===== config.mk =====
export PLATFORM = sky130hd
export DESIGN_NAME = preemptive_priority_scheduler
export DESIGN_NICKNAME = d
export VERILOG_FILES = /design/src/rtl/core/ppsch_pkg.sv /design/src/rtl/core/ppsch_slot_ram.sv /design/src/rtl/core/ppsch_pick.sv /design/src/rtl/core/preemptive_priority_scheduler.sv
export SDC_FILE = /design/constraint.sdc
export NUM_CORES = 2
export LEC_CHECK = 0
export BUFFER_PORTS_ARGS = -buffer_cell sky130_fd_sc_hd__buf_2
export CAP_MARGIN = 10
export CORE_ASPECT_RATIO = 2
export CORE_MARGIN = 10
export CORE_UTILIZATION = 33
export DETAILED_ROUTE_END_ITERATION = 10
export MAX_ROUTING_LAYER = met4
export SYNTH_ARGS = -nofsm -noshare
export SYNTH_HDL_FRONTEND = slang
export SYNTH_SLANG_ARGS = --single-unit

===== constraint.sdc =====
create_clock -name clk_i -period 7.2 [get_ports clk_i]
set_clock_uncertainty 0.1 [all_clocks]
set_input_delay 1.08 -clock clk_i [delete_from_list [all_inputs] [get_ports clk_i]]
set_output_delay 1.08 -clock clk_i [all_outputs]
set_load 0.005 [all_outputs]

===== src/rtl/core/ppsch_pkg.sv =====
// Shared constants and types for the preemptive priority scheduler.
// No dependencies; imported by ppsch_pick, the top scheduler module and the checker.
`default_nettype none

package ppsch_pkg;

  localparam int unsigned SLOTS_DEF     = 16;
  localparam int unsigned TIME_BITS_DEF = 16;
  localparam int unsigned PRIO_BITS_DEF = 8;

  localparam int unsigned ID_W      = 4;
  localparam int unsigned PRIO_IN_W = 8;
  localparam int unsigned BURST_W   = 16;
  localparam int unsigned TOUT_W    = 16;

  localparam int unsigned IN_DATA_W  = 32;
  localparam int unsigned OUT_DATA_W = 80;

  localparam int unsigned IN_SID_LSB   = 0;
  localparam int unsigned IN_PRIO_LSB  = 4;
  localparam int unsigned IN_BURST_LSB = 12;

  localparam int unsigned RES_REJ     = 0;
  localparam int unsigned RES_RAN_V   = 1;
  localparam int unsigned RES_RAN_ID  = 2;
  localparam int unsigned RES_DONE_V  = 6;
  localparam int unsigned RES_DONE_ID = 7;
  localparam int unsigned RES_COMP    = 11;
  localparam int unsigned RES_TAT     = 27;
  localparam int unsigned RES_WAIT    = 43;
  localparam int unsigned RES_RESP    = 59;

  localparam logic OP_ARRIVE = 1'b0;
  localparam logic OP_TICK   = 1'b1;

  typedef struct packed {
    logic clear;
    logic sample;
  } pick_ctl_t;

endpackage

`default_nettype wire


===== src/rtl/core/ppsch_slot_ram.sv =====
// Slot record memory: one write port and one read port with registered data.
// No dependencies.
`default_nettype none

module ppsch_slot_ram #(
  parameter int unsigned WIDTH = 8,
  parameter int unsigned DEPTH = 16,
  localparam int unsigned AddrW = $clog2(DEPTH)
) (
  input  wire logic             clk_i,
  input  wire logic             we_i,
  input  wire logic [AddrW-1:0] waddr_i,
  input  wire logic [WIDTH-1:0] wdata_i,
  input  wire logic             re_i,
  input  wire logic [AddrW-1:0] raddr_i,
  output logic      [WIDTH-1:0] rdata_o
);

  logic [WIDTH-1:0] mem_q [DEPTH];
  logic [WIDTH-1:0] rdata_q;

  always_ff @(posedge clk_i) begin
    if (we_i) begin
      mem_q[waddr_i] <= wdata_i;
    end
    if (re_i) begin
      rdata_q <= mem_q[raddr_i];
    end
  end

  assign rdata_o = rdata_q;

endmodule

`default_nettype wire


===== src/rtl/core/ppsch_pick.sv =====
// Shared priority comparator that keeps the best ready slot over a scan.
// Depends on ppsch_pkg.
`default_nettype none

module ppsch_pick import ppsch_pkg::*; #(
  parameter int unsigned SLOTS     = SLOTS_DEF,
  parameter int unsigned PRIO_BITS = PRIO_BITS_DEF,
  localparam int unsigned SlotW = $clog2(SLOTS)
) (
  input  wire logic                 clk_i,
  input  wire logic                 rst_ni,
  input  wire pick_ctl_t            ctl_i,
  input  wire logic [SlotW-1:0]     idx_i,
  input  wire logic                 eligible_i,
  input  wire logic [PRIO_BITS-1:0] prio_i,
  output logic                      take_o,
  output logic                      found_o,
  output logic      [SlotW-1:0]     best_idx_o,
  output logic      [PRIO_BITS-1:0] best_prio_o
);

  logic                 found_q;
  logic [SlotW-1:0]     best_idx_q;
  logic [PRIO_BITS-1:0] best_prio_q;

  // A later slot wins only on a strictly higher priority, so ties stay low.
  assign take_o = ctl_i.sample && eligible_i && (!found_q || (prio_i > best_prio_q));

  always_ff @(posedge clk_i or negedge rst_ni) begin
    if (!rst_ni) begin
      found_q     <= 1'b0;
      best_idx_q  <= '0;
      best_prio_q <= '0;
    end else if (ctl_i.clear) begin
      found_q <= 1'b0;
    end else if (take_o) begin
      found_q     <= 1'b1;
      best_idx_q  <= idx_i;
      best_prio_q <= prio_i;
    end
  end

  assign found_o     = found_q;
  assign best_idx_o  = best_idx_q;
  assign best_prio_o = best_prio_q;

endmodule

`default_nettype wire


===== src/rtl/core/preemptive_priority_scheduler.sv =====
// Preemptive priority scheduler over a table of process slots.
// Beats arrive on the s_axis channel and one result beat leaves on m_axis
// for every input beat. s_axis_tuser selects an arrival or a time tick.
// An arrival loads a free slot; it passes the ARRIVE and EMIT states,
// and its result is registered as the block returns to idle.
// A tick scans the slot table one slot per cycle through a single memory
// read port and a shared comparator, then retires, selects and runs a slot
// and advances time in the DECIDE state. Its result is then registered in
// the EMIT state as the block returns to idle.
// The block takes one beat at a time: s_axis_tready is high only while no
// beat is in work. A finished result waits in the output register while
// the next beat is accepted and worked on; if the receiver still stalls
// when that next result is ready, the block holds it and stays busy.
// Reset clears all slots, the running slot and the time counter. Slot
// records live in memory and are used only after an arrival wrote them,
// so no clearing pass is needed.
// Depends on ppsch_pkg, ppsch_slot_ram and ppsch_pick.
`default_nettype none

module preemptive_priority_scheduler import ppsch_pkg::*; #(
  parameter int unsigned SLOTS         = SLOTS_DEF,
  parameter int unsigned TIME_BITS     = TIME_BITS_DEF,
  parameter int unsigned PRIORITY_BITS = PRIO_BITS_DEF
) (
  input  wire logic                  clk_i,
  input  wire logic                  rst_ni,
  input  wire logic                  s_axis_tvalid,
  output logic                       s_axis_tready,
  // slot_id[3:0], priority_req[11:4], burst_length[27:12], zero pad
  input  wire logic [IN_DATA_W-1:0]  s_axis_tdata,
  // op
  input  wire logic                  s_axis_tuser,
  output logic                       m_axis_tvalid,
  input  wire logic                  m_axis_tready,
  // rejected, ran_valid, ran_id, done_valid, done_id, completion_time,
  // turnaround_time, wait_time, response_time, zero pad
  output logic      [OUT_DATA_W-1:0] m_axis_tdata
);

  localparam int unsigned SlotW = $clog2(SLOTS);
  localparam int unsigned CntW  = $clog2(SLOTS + 1);
  localparam int unsigned CmpW  = (TIME_BITS > BURST_W) ? TIME_BITS : BURST_W;

  localparam int unsigned RecRem   = 0;
  localparam int unsigned RecPrio  = RecRem + BURST_W;
  localparam int unsigned RecArr   = RecPrio + PRIORITY_BITS;
  localparam int unsigned RecBurst = RecArr + TIME_BITS;
  localparam int unsigned RecResp  = RecBurst + BURST_W;
  localparam int unsigned RecW     = RecResp + TIME_BITS;

  typedef enum logic [2:0] {
    ST_IDLE,
    ST_ARRIVE,
    ST_SCAN,
    ST_DECIDE,
    ST_EMIT
  } state_e;

  state_e                   state_q;
  logic [SLOTS-1:0]         active_q;
  logic [SLOTS-1:0]         started_q;
  logic [SlotW-1:0]         run_slot_q;
  logic                     run_valid_q;
  logic [TIME_BITS-1:0]     time_q;
  logic [CntW-1:0]          scan_cnt_q;
  logic                     smp_q;
  logic [SlotW-1:0]         smp_idx_q;

  logic [ID_W-1:0]          sid_q;
  logic [PRIO_IN_W-1:0]     prio_q;
  logic [BURST_W-1:0]       burst_q;

  logic [BURST_W-1:0]       run_rem_q;
  logic [PRIORITY_BITS-1:0] run_prio_q;
  logic [TIME_BITS-1:0]     run_arr_q;
  logic [BURST_W-1:0]       run_burst_q;
  logic [TIME_BITS-1:0]     run_resp_q;
  logic [BURST_W-1:0]       best_rem_q;
  logic [TIME_BITS-1:0]     best_arr_q;
  logic [BURST_W-1:0]       best_burst_q;
  logic [TIME_BITS-1:0]     best_resp_q;

  logic                     res_rej_q;
  logic                     res_ran_v_q;
  logic [ID_W-1:0]          res_ran_id_q;
  logic                     res_done_v_q;
  logic [ID_W-1:0]          res_done_id_q;
  logic [TOUT_W-1:0]        res_comp_q;
  logic [TIME_BITS-1:0]     tat_q;
  logic [TOUT_W-1:0]        res_resp_q;
  logic                     m_valid_q;
  logic [OUT_DATA_W-1:0]    m_data_q;

  logic                     in_accept;
  logic                     out_free;
  logic [SlotW-1:0]         sid_idx;
  logic                     sid_in_range;
  logic                     arr_rej;

  logic                     ram_we;
  logic [SlotW-1:0]         ram_waddr;
  logic [RecW-1:0]          ram_wdata;
  logic                     ram_re;
  logic [RecW-1:0]          ram_rdata;
  logic [BURST_W-1:0]       rd_rem;
  logic [PRIORITY_BITS-1:0] rd_prio;
  logic [TIME_BITS-1:0]     rd_arr;
  logic [BURST_W-1:0]       rd_burst;
  logic [TIME_BITS-1:0]     rd_resp;

  pick_ctl_t                pick_ctl;
  logic                     pick_elig;
  logic                     pick_take;
  logic                     pick_found;
  logic [SlotW-1:0]         pick_idx;
  logic [PRIORITY_BITS-1:0] pick_prio;

  logic                     retire;
  logic                     run_ok;
  logic                     use_run;
  logic                     sel_valid;
  logic [SlotW-1:0]         sel_idx;
  logic [BURST_W-1:0]       sel_rem;
  logic [PRIORITY_BITS-1:0] sel_prio;
  logic [TIME_BITS-1:0]     sel_arr;
  logic [BURST_W-1:0]       sel_burst;
  logic [TIME_BITS-1:0]     sel_resp_d;
  logic [TIME_BITS-1:0]     tat_d;
  logic [TIME_BITS-1:0]     time_d;
  logic [CmpW-1:0]          tat_ext;
  logic [CmpW-1:0]          burst_ext;
  logic [TOUT_W-1:0]        wait_d;
  logic [OUT_DATA_W-1:0]    out_data;

  assign in_accept     = s_axis_tvalid && s_axis_tready;
  assign s_axis_tready = (state_q == ST_IDLE);
  assign out_free      = !m_valid_q || m_axis_tready;

  assign sid_idx      = SlotW'(sid_q);
  assign sid_in_range = (32'(sid_q) < 32'(SLOTS));
  assign arr_rej      = !sid_in_range || active_q[sid_idx] || (burst_q == '0);

  assign rd_rem   = ram_rdata[RecRem +: BURST_W];
  assign rd_prio  = ram_rdata[RecPrio +: PRIORITY_BITS];
  assign rd_arr   = ram_rdata[RecArr +: TIME_BITS];
  assign rd_burst = ram_rdata[RecBurst +: BURST_W];
  assign rd_resp  = ram_rdata[RecResp +: TIME_BITS];

  assign pick_ctl.clear  = in_accept && (s_axis_tuser == OP_TICK);
  assign pick_ctl.sample = (state_q == ST_SCAN) && smp_q;
  assign pick_elig       = active_q[smp_idx_q] && (rd_rem != '0);

  assign retire    = run_valid_q && active_q[run_slot_q] && (run_rem_q == '0);
  assign run_ok    = run_valid_q && active_q[run_slot_q] && (run_rem_q != '0);
  assign use_run   = run_ok && (!pick_found || (pick_prio <= run_prio_q));
  assign sel_valid = use_run || pick_found;
  assign sel_idx   = use_run ? run_slot_q  : pick_idx;
  assign sel_rem   = use_run ? run_rem_q   : best_rem_q;
  assign sel_prio  = use_run ? run_prio_q  : pick_prio;
  assign sel_arr   = use_run ? run_arr_q   : best_arr_q;
  assign sel_burst = use_run ? run_burst_q : best_burst_q;

  always_comb begin
    if (started_q[sel_idx]) begin
      sel_resp_d = use_run ? run_resp_q : best_resp_q;
    end else begin
      sel_resp_d = time_q - sel_arr;
    end
  end

  assign tat_d  = time_q - run_arr_q;
  assign time_d = (time_q == '1) ? time_q : time_q + 1'b1;

  assign tat_ext   = CmpW'(tat_q);
  assign burst_ext = CmpW'(run_burst_q);
  always_comb begin
    if (res_done_v_q && (tat_ext > burst_ext)) begin
      wait_d = TOUT_W'(tat_ext - burst_ext);
    end else begin
      wait_d = '0;
    end
  end

  always_comb begin
    ram_we    = 1'b0;
    ram_waddr = sel_idx;
    ram_wdata = {sel_resp_d, sel_burst, sel_arr, sel_prio, sel_rem - 1'b1};
    if (state_q == ST_ARRIVE) begin
      ram_we    = !arr_rej;
      ram_waddr = sid_idx;
      ram_wdata = {{TIME_BITS{1'b0}}, burst_q, time_q, PRIORITY_BITS'(prio_q), burst_q};
    end else if (state_q == ST_DECIDE) begin
      ram_we = sel_valid;
    end
  end

  assign ram_re = (state_q == ST_SCAN) && (scan_cnt_q < CntW'(SLOTS));

  always_comb begin
    out_data                            = '0;
    out_data[RES_REJ]                   = res_rej_q;
    out_data[RES_RAN_V]                 = res_ran_v_q;
    out_data[RES_RAN_ID +: ID_W]        = res_ran_id_q;
    out_data[RES_DONE_V]                = res_done_v_q;
    out_data[RES_DONE_ID +: ID_W]       = res_done_id_q;
    out_data[RES_COMP +: TOUT_W]        = res_comp_q;
    out_data[RES_TAT +: TOUT_W]         = TOUT_W'(tat_q);
    out_data[RES_WAIT +: TOUT_W]        = wait_d;
    out_data[RES_RESP +: TOUT_W]        = res_resp_q;
  end

  ppsch_slot_ram #(
    .WIDTH (RecW),
    .DEPTH (SLOTS)
  ) u_slot_ram (
    .clk_i   (clk_i),
    .we_i    (ram_we),
    .waddr_i (ram_waddr),
    .wdata_i (ram_wdata),
    .re_i    (ram_re),
    .raddr_i (scan_cnt_q[SlotW-1:0]),
    .rdata_o (ram_rdata)
  );

  ppsch_pick #(
    .SLOTS     (SLOTS),
    .PRIO_BITS (PRIORITY_BITS)
  ) u_pick (
    .clk_i       (clk_i),
    .rst_ni      (rst_ni),
    .ctl_i       (pick_ctl),
    .idx_i       (smp_idx_q),
    .eligible_i  (pick_elig),
    .prio_i      (rd_prio),
    .take_o      (pick_take),
    .found_o     (pick_found),
    .best_idx_o  (pick_idx),
    .best_prio_o (pick_prio)
  );

  always_ff @(posedge clk_i or negedge rst_ni) begin
    if (!rst_ni) begin
      state_q     <= ST_IDLE;
      active_q    <= '0;
      started_q   <= '0;
      run_slot_q  <= '0;
      run_valid_q <= 1'b0;
      time_q      <= '0;
      scan_cnt_q  <= '0;
      smp_q       <= 1'b0;
      smp_idx_q   <= '0;
      m_valid_q   <= 1'b0;
    end else begin
      if ((state_q == ST_EMIT) && out_free) begin
        m_valid_q <= 1'b1;
      end else if (m_axis_tready) begin
        m_valid_q <= 1'b0;
      end
      case (state_q)
        ST_IDLE: begin
          if (in_accept) begin
            scan_cnt_q <= '0;
            smp_q      <= 1'b0;
            if (s_axis_tuser == OP_ARRIVE) begin
              state_q <= ST_ARRIVE;
            end else begin
              state_q <= ST_SCAN;
            end
          end
        end
        ST_ARRIVE: begin
          if (!arr_rej) begin
            active_q[sid_idx]  <= 1'b1;
            started_q[sid_idx] <= 1'b0;
          end
          state_q <= ST_EMIT;
        end
        ST_SCAN: begin
          smp_q     <= (scan_cnt_q < CntW'(SLOTS));
          smp_idx_q <= scan_cnt_q[SlotW-1:0];
          if (scan_cnt_q < CntW'(SLOTS)) begin
            scan_cnt_q <= scan_cnt_q + 1'b1;
          end else begin
            state_q <= ST_DECIDE;
          end
        end
        ST_DECIDE: begin
          if (retire) begin
            active_q[run_slot_q] <= 1'b0;
          end
          if (sel_valid) begin
            started_q[sel_idx] <= 1'b1;
            run_slot_q         <= sel_idx;
          end
          run_valid_q <= sel_valid;
          time_q      <= time_d;
          state_q     <= ST_EMIT;
        end
        ST_EMIT: begin
          if (out_free) begin
            state_q <= ST_IDLE;
          end
        end
        default: begin
          state_q <= ST_IDLE;
        end
      endcase
    end
  end

  always_ff @(posedge clk_i) begin
    if (in_accept) begin
      sid_q   <= s_axis_tdata[IN_SID_LSB +: ID_W];
      prio_q  <= s_axis_tdata[IN_PRIO_LSB +: PRIO_IN_W];
      burst_q <= s_axis_tdata[IN_BURST_LSB +: BURST_W];
    end
    if ((state_q == ST_SCAN) && smp_q && (smp_idx_q == run_slot_q)) begin
      run_rem_q   <= rd_rem;
      run_prio_q  <= rd_prio;
      run_arr_q   <= rd_arr;
      run_burst_q <= rd_burst;
      run_resp_q  <= rd_resp;
    end
    if (pick_take) begin
      best_rem_q   <= rd_rem;
      best_arr_q   <= rd_arr;
      best_burst_q <= rd_burst;
      best_resp_q  <= rd_resp;
    end
    if (state_q == ST_ARRIVE) begin
      res_rej_q     <= arr_rej;
      res_ran_v_q   <= 1'b0;
      res_ran_id_q  <= '0;
      res_done_v_q  <= 1'b0;
      res_done_id_q <= '0;
      res_comp_q    <= '0;
      tat_q         <= '0;
      res_resp_q    <= '0;
    end
    if (state_q == ST_DECIDE) begin
      res_rej_q     <= 1'b0;
      res_ran_v_q   <= sel_valid;
      res_ran_id_q  <= sel_valid ? ID_W'(sel_idx) : '0;
      res_done_v_q  <= retire;
      res_done_id_q <= retire ? ID_W'(run_slot_q) : '0;
      res_comp_q    <= retire ? TOUT_W'(time_q) : '0;
      tat_q         <= retire ? tat_d : '0;
      res_resp_q    <= retire ? TOUT_W'(run_resp_q) : '0;
    end
    if ((state_q == ST_EMIT) && out_free) begin
      m_data_q <= out_data;
    end
  end

  assign m_axis_tvalid = m_valid_q;
  assign m_axis_tdata  = m_data_q;

endmodule

`default_nettype wire


==> results.md <==
- Gr usage total: 0.157
- RSZ-0062 raised after global routing: false
- Num CTS Buffers: 150
- CP Data Arrival Time: 6.38 ns
- Num ports: 119
- Initial antenna violation count: 8
- Count of final hold-check violations: 0
- Endpoints failing setup: 0
- Number of synthesized register bits: 1602
- Synth area leaders: edfxtp_1, mux4_2, dfrtp_1
- Maximum VDD drop: 308 uV
- Register area share after synthesis: 0.753
- Largest register FFs: 1152
- Final nets: 3509
- TNS Setup: 0 ns
- Slowest Stage Delay on Critical Path: 0.91 ns
- Die area: 0.211 mm^2
- Post-synth EDFFs: 1521
- Mapped Avg Cell Area: 19.9 um^2
- Post_cts resized: 0
- Cell Chain, Critical Path: ha_1 > a211o_1 > a21oi_1 > nand3_1 > nand3b_1 > nand2_4 > mux2i_1 > ha_1 > a21oi_1 > nor3_1 > o31ai_1 > a311oi_1 > o211a_1 > a2111oi_4 > nor2_1 > xor2_1 > nor2_1 > a311oi_2
- Pwr dens: 383 mW/mm^2
- # clock sinks: 1602
- CP Class: reg -> reg
- Remaining global-route overflow: 0
- Most flop-heavy register: u_slot_ram.mem_q
- Async SR Flop Fraction: 0.0499
- Post-Synth Simple-Gate Area: 0.0372
- Critical Path Start Type: flop
- Status: complete, no violations
- Post-synthesis mux area share: 0.142
- Final Max Slew Viols: 0
- Primary FF master, synth: edfxtp_1
- Slew margin rel.: 0.131
- Die Ht: 639 um
- First-pass GRT wire length: 235 mm
- Deepest clock path buffer count: 4
- H-tree levels: 4
- Slowest stage cell, crit path: a311oi_2
- DRC: 0
- Largest net degree at the start of global routing: 137
- Synth-to-layout area growth: 14.3%
- Number of global-route vias before repair: 33000
- Crit Path Max Fanout: 21
- Post-CTS setup repair buffer count: 0
- Unique masters post-synth: 78
- Clock-pin slew on the worst setup and hold paths: 0.06 ns
- Synth area leader: edfxtp_1
- First-iteration detailed-routing DRC count: 2478
- Multi-input gate area: 0.0149 mm^2
- Post-DRT Antenna Nets: 0
- Worst-margin pin slew: 1.30 ns
- Die Wd: 330 um
- Dpl hpwl: 94.7 mm
- Worst Setup End Kind: flop
- Min-delay worst type: in -> async
- Top delay family on crit path: compound AO/OA/AOI/OAI gates
- Post-synth top area share: 0.721
- Detailed-route wire length: 163 mm
- I/O Buffers: 109
- Routed len/inst: 27.0 um
- Worst-Skew Late Latency: 0.79 ns
- Buffer and inverter count on the worst path: 0
- Register area: 0.0477 mm^2
- Synth Cell Area: 0.0633 mm^2
- Avg Vias per Cell: 5.21
- Initial core utilization: 0.331
- Warnings from Yosys: 0
- Share of cells above drive strength 1: 0.249
- Final period utilization: 0.843
- Number of fill cells: 17200
- Req. time, crit path: 7.51 ns
- Fmax: 165 MHz
- Root Driver: clkbuf_16
- Adder-Cell Fraction of Synth Area: 0.0131
- Row Count: 227
- Core area: 0.191 mm^2
- Leak: 23.5 nW
- Most instantiated library cell after synthesis: edfxtp_1
- CTS tree: yes
- RePlAce Congestion: 0.852
- Hold-fix buffers, CTS: 0
- Hold Slack: 0.193 ns
- Mapped Cells: 3188
- Top post-synthesis cells by count: edfxtp_1, mux4_2, nand2_1, nor2_1, o21ai_0
- Max_cap viols: 0
- Fin crit period: 6.07 ns
- First-pass DRT Iterations: 5
- Post-synthesis compound-gate area fraction: 0.0295
- Routed vias: 31500
- Combinational family with the most area after synthesis: multiplexers
- Post-synthesis xor/xnor area fraction: 0.00927
## logic make-up (layout without fill, tap and decap cells)
family                   after synthesis  in the layout
flip-flops                          1602           1602
AND/OR/NAND/NOR                      490            490
multiplexers                         432            432
AO/OA/AOI/OAI                        298            298
buffers and inverters                233            554
XOR/XNOR                              67             67
adder cells (fa/ha/maj)               65             65
other                                  1              8
## stage by stage
| step | power [mW] | util | worst slack (ns) | cell area (um^2) | std cells |
|---|---|---|---|---|---|
| 6_report | 27.7 | 0.379 | 1.13 | 72400 | 6035 |
| 5_1_grt | 28.8 | 0.379 | 0.808 | 72400 | 6035 |
| 4_1_cts | 28.0 | 0.378 | 1.27 | 72300 | 6027 |
| 3_5_place_dp | 20.2 | 0.354 | 1.29 | 67600 | 5773 |
| 3_3_place_gp | 20.0 | 0.354 | 1.33 | 67600 | 5773 |
| 2_1_floorplan | 17.5 | - | 1.01 | 63300 | 3192 |
## power breakdown
group | total, mW | internal [mW] | leakage [nW] | switching, mW
sequential | 13.2 | 12.4 | 14.9 | 0.797
combinational | 6.61 | 2.74 | 6.33 | 3.87
clock | 7.89 | 4.45 | 2.31 | 3.44
total | 27.7 | 19.6 | 23.5 | 8.11
## cells in the final DEF (no fill, tap or decap), drive strengths merged, types with 36 or more instances in the layout
cell and count:
edfxtp 1521, o21ai 128, clkbuf 180, a21oi 61, xnor2 36, nor2 132
nand2 146, mux4 374, inv 88, buf 219, mux2i 48, dfrtp 80
clkinv 48, nor3 44, ha 58
## path summary, 6_finish.rpt
path	cells past startpoint	slack [ns]	from	end
min reg2reg	0	0.31	res_comp_q[7]	m_axis_tdata[18]
max in group asynchronous	2	5.71	rst_ni	scan_cnt_q[0]
max reg2reg	18	1.13	u_pick.best_prio_o[5]	u_slot_ram.mem_q[11][69]
min	1	0.19	rst_ni	active_q[0]
min in group clk_i	0	0.31	res_comp_q[7]	m_axis_tdata[18]
max	18	1.13	u_pick.best_prio_o[5]	u_slot_ram.mem_q[11][69]
## cell type report
type | count | area share
Sequential cell | 1602 | 0.659
Multi-Input combinational cell | 1357 | 0.206
Clock buffer | 180 | 0.0543
Tap cell | 2519 | 0.0436
Timing Repair Buffer | 219 | 0.0218
Clock inverter | 74 | 0.0110
Inverter | 81 | 0.00420
Antenna cell | 3 | 0.000104
## per-layer routing
metal | track usage | vias up | wire length [um]
li1 | - | 13300 | -
met1 | 0.186 | 16800 | 63100
met2 | 0.271 | 1060 | 85100
met3 | 0.0189 | 302 | 8440
met4 | 0.0601 | 0 | 6470
met5 | - | - | 0
Note: power is estimated with default switching activity, not from simulation.
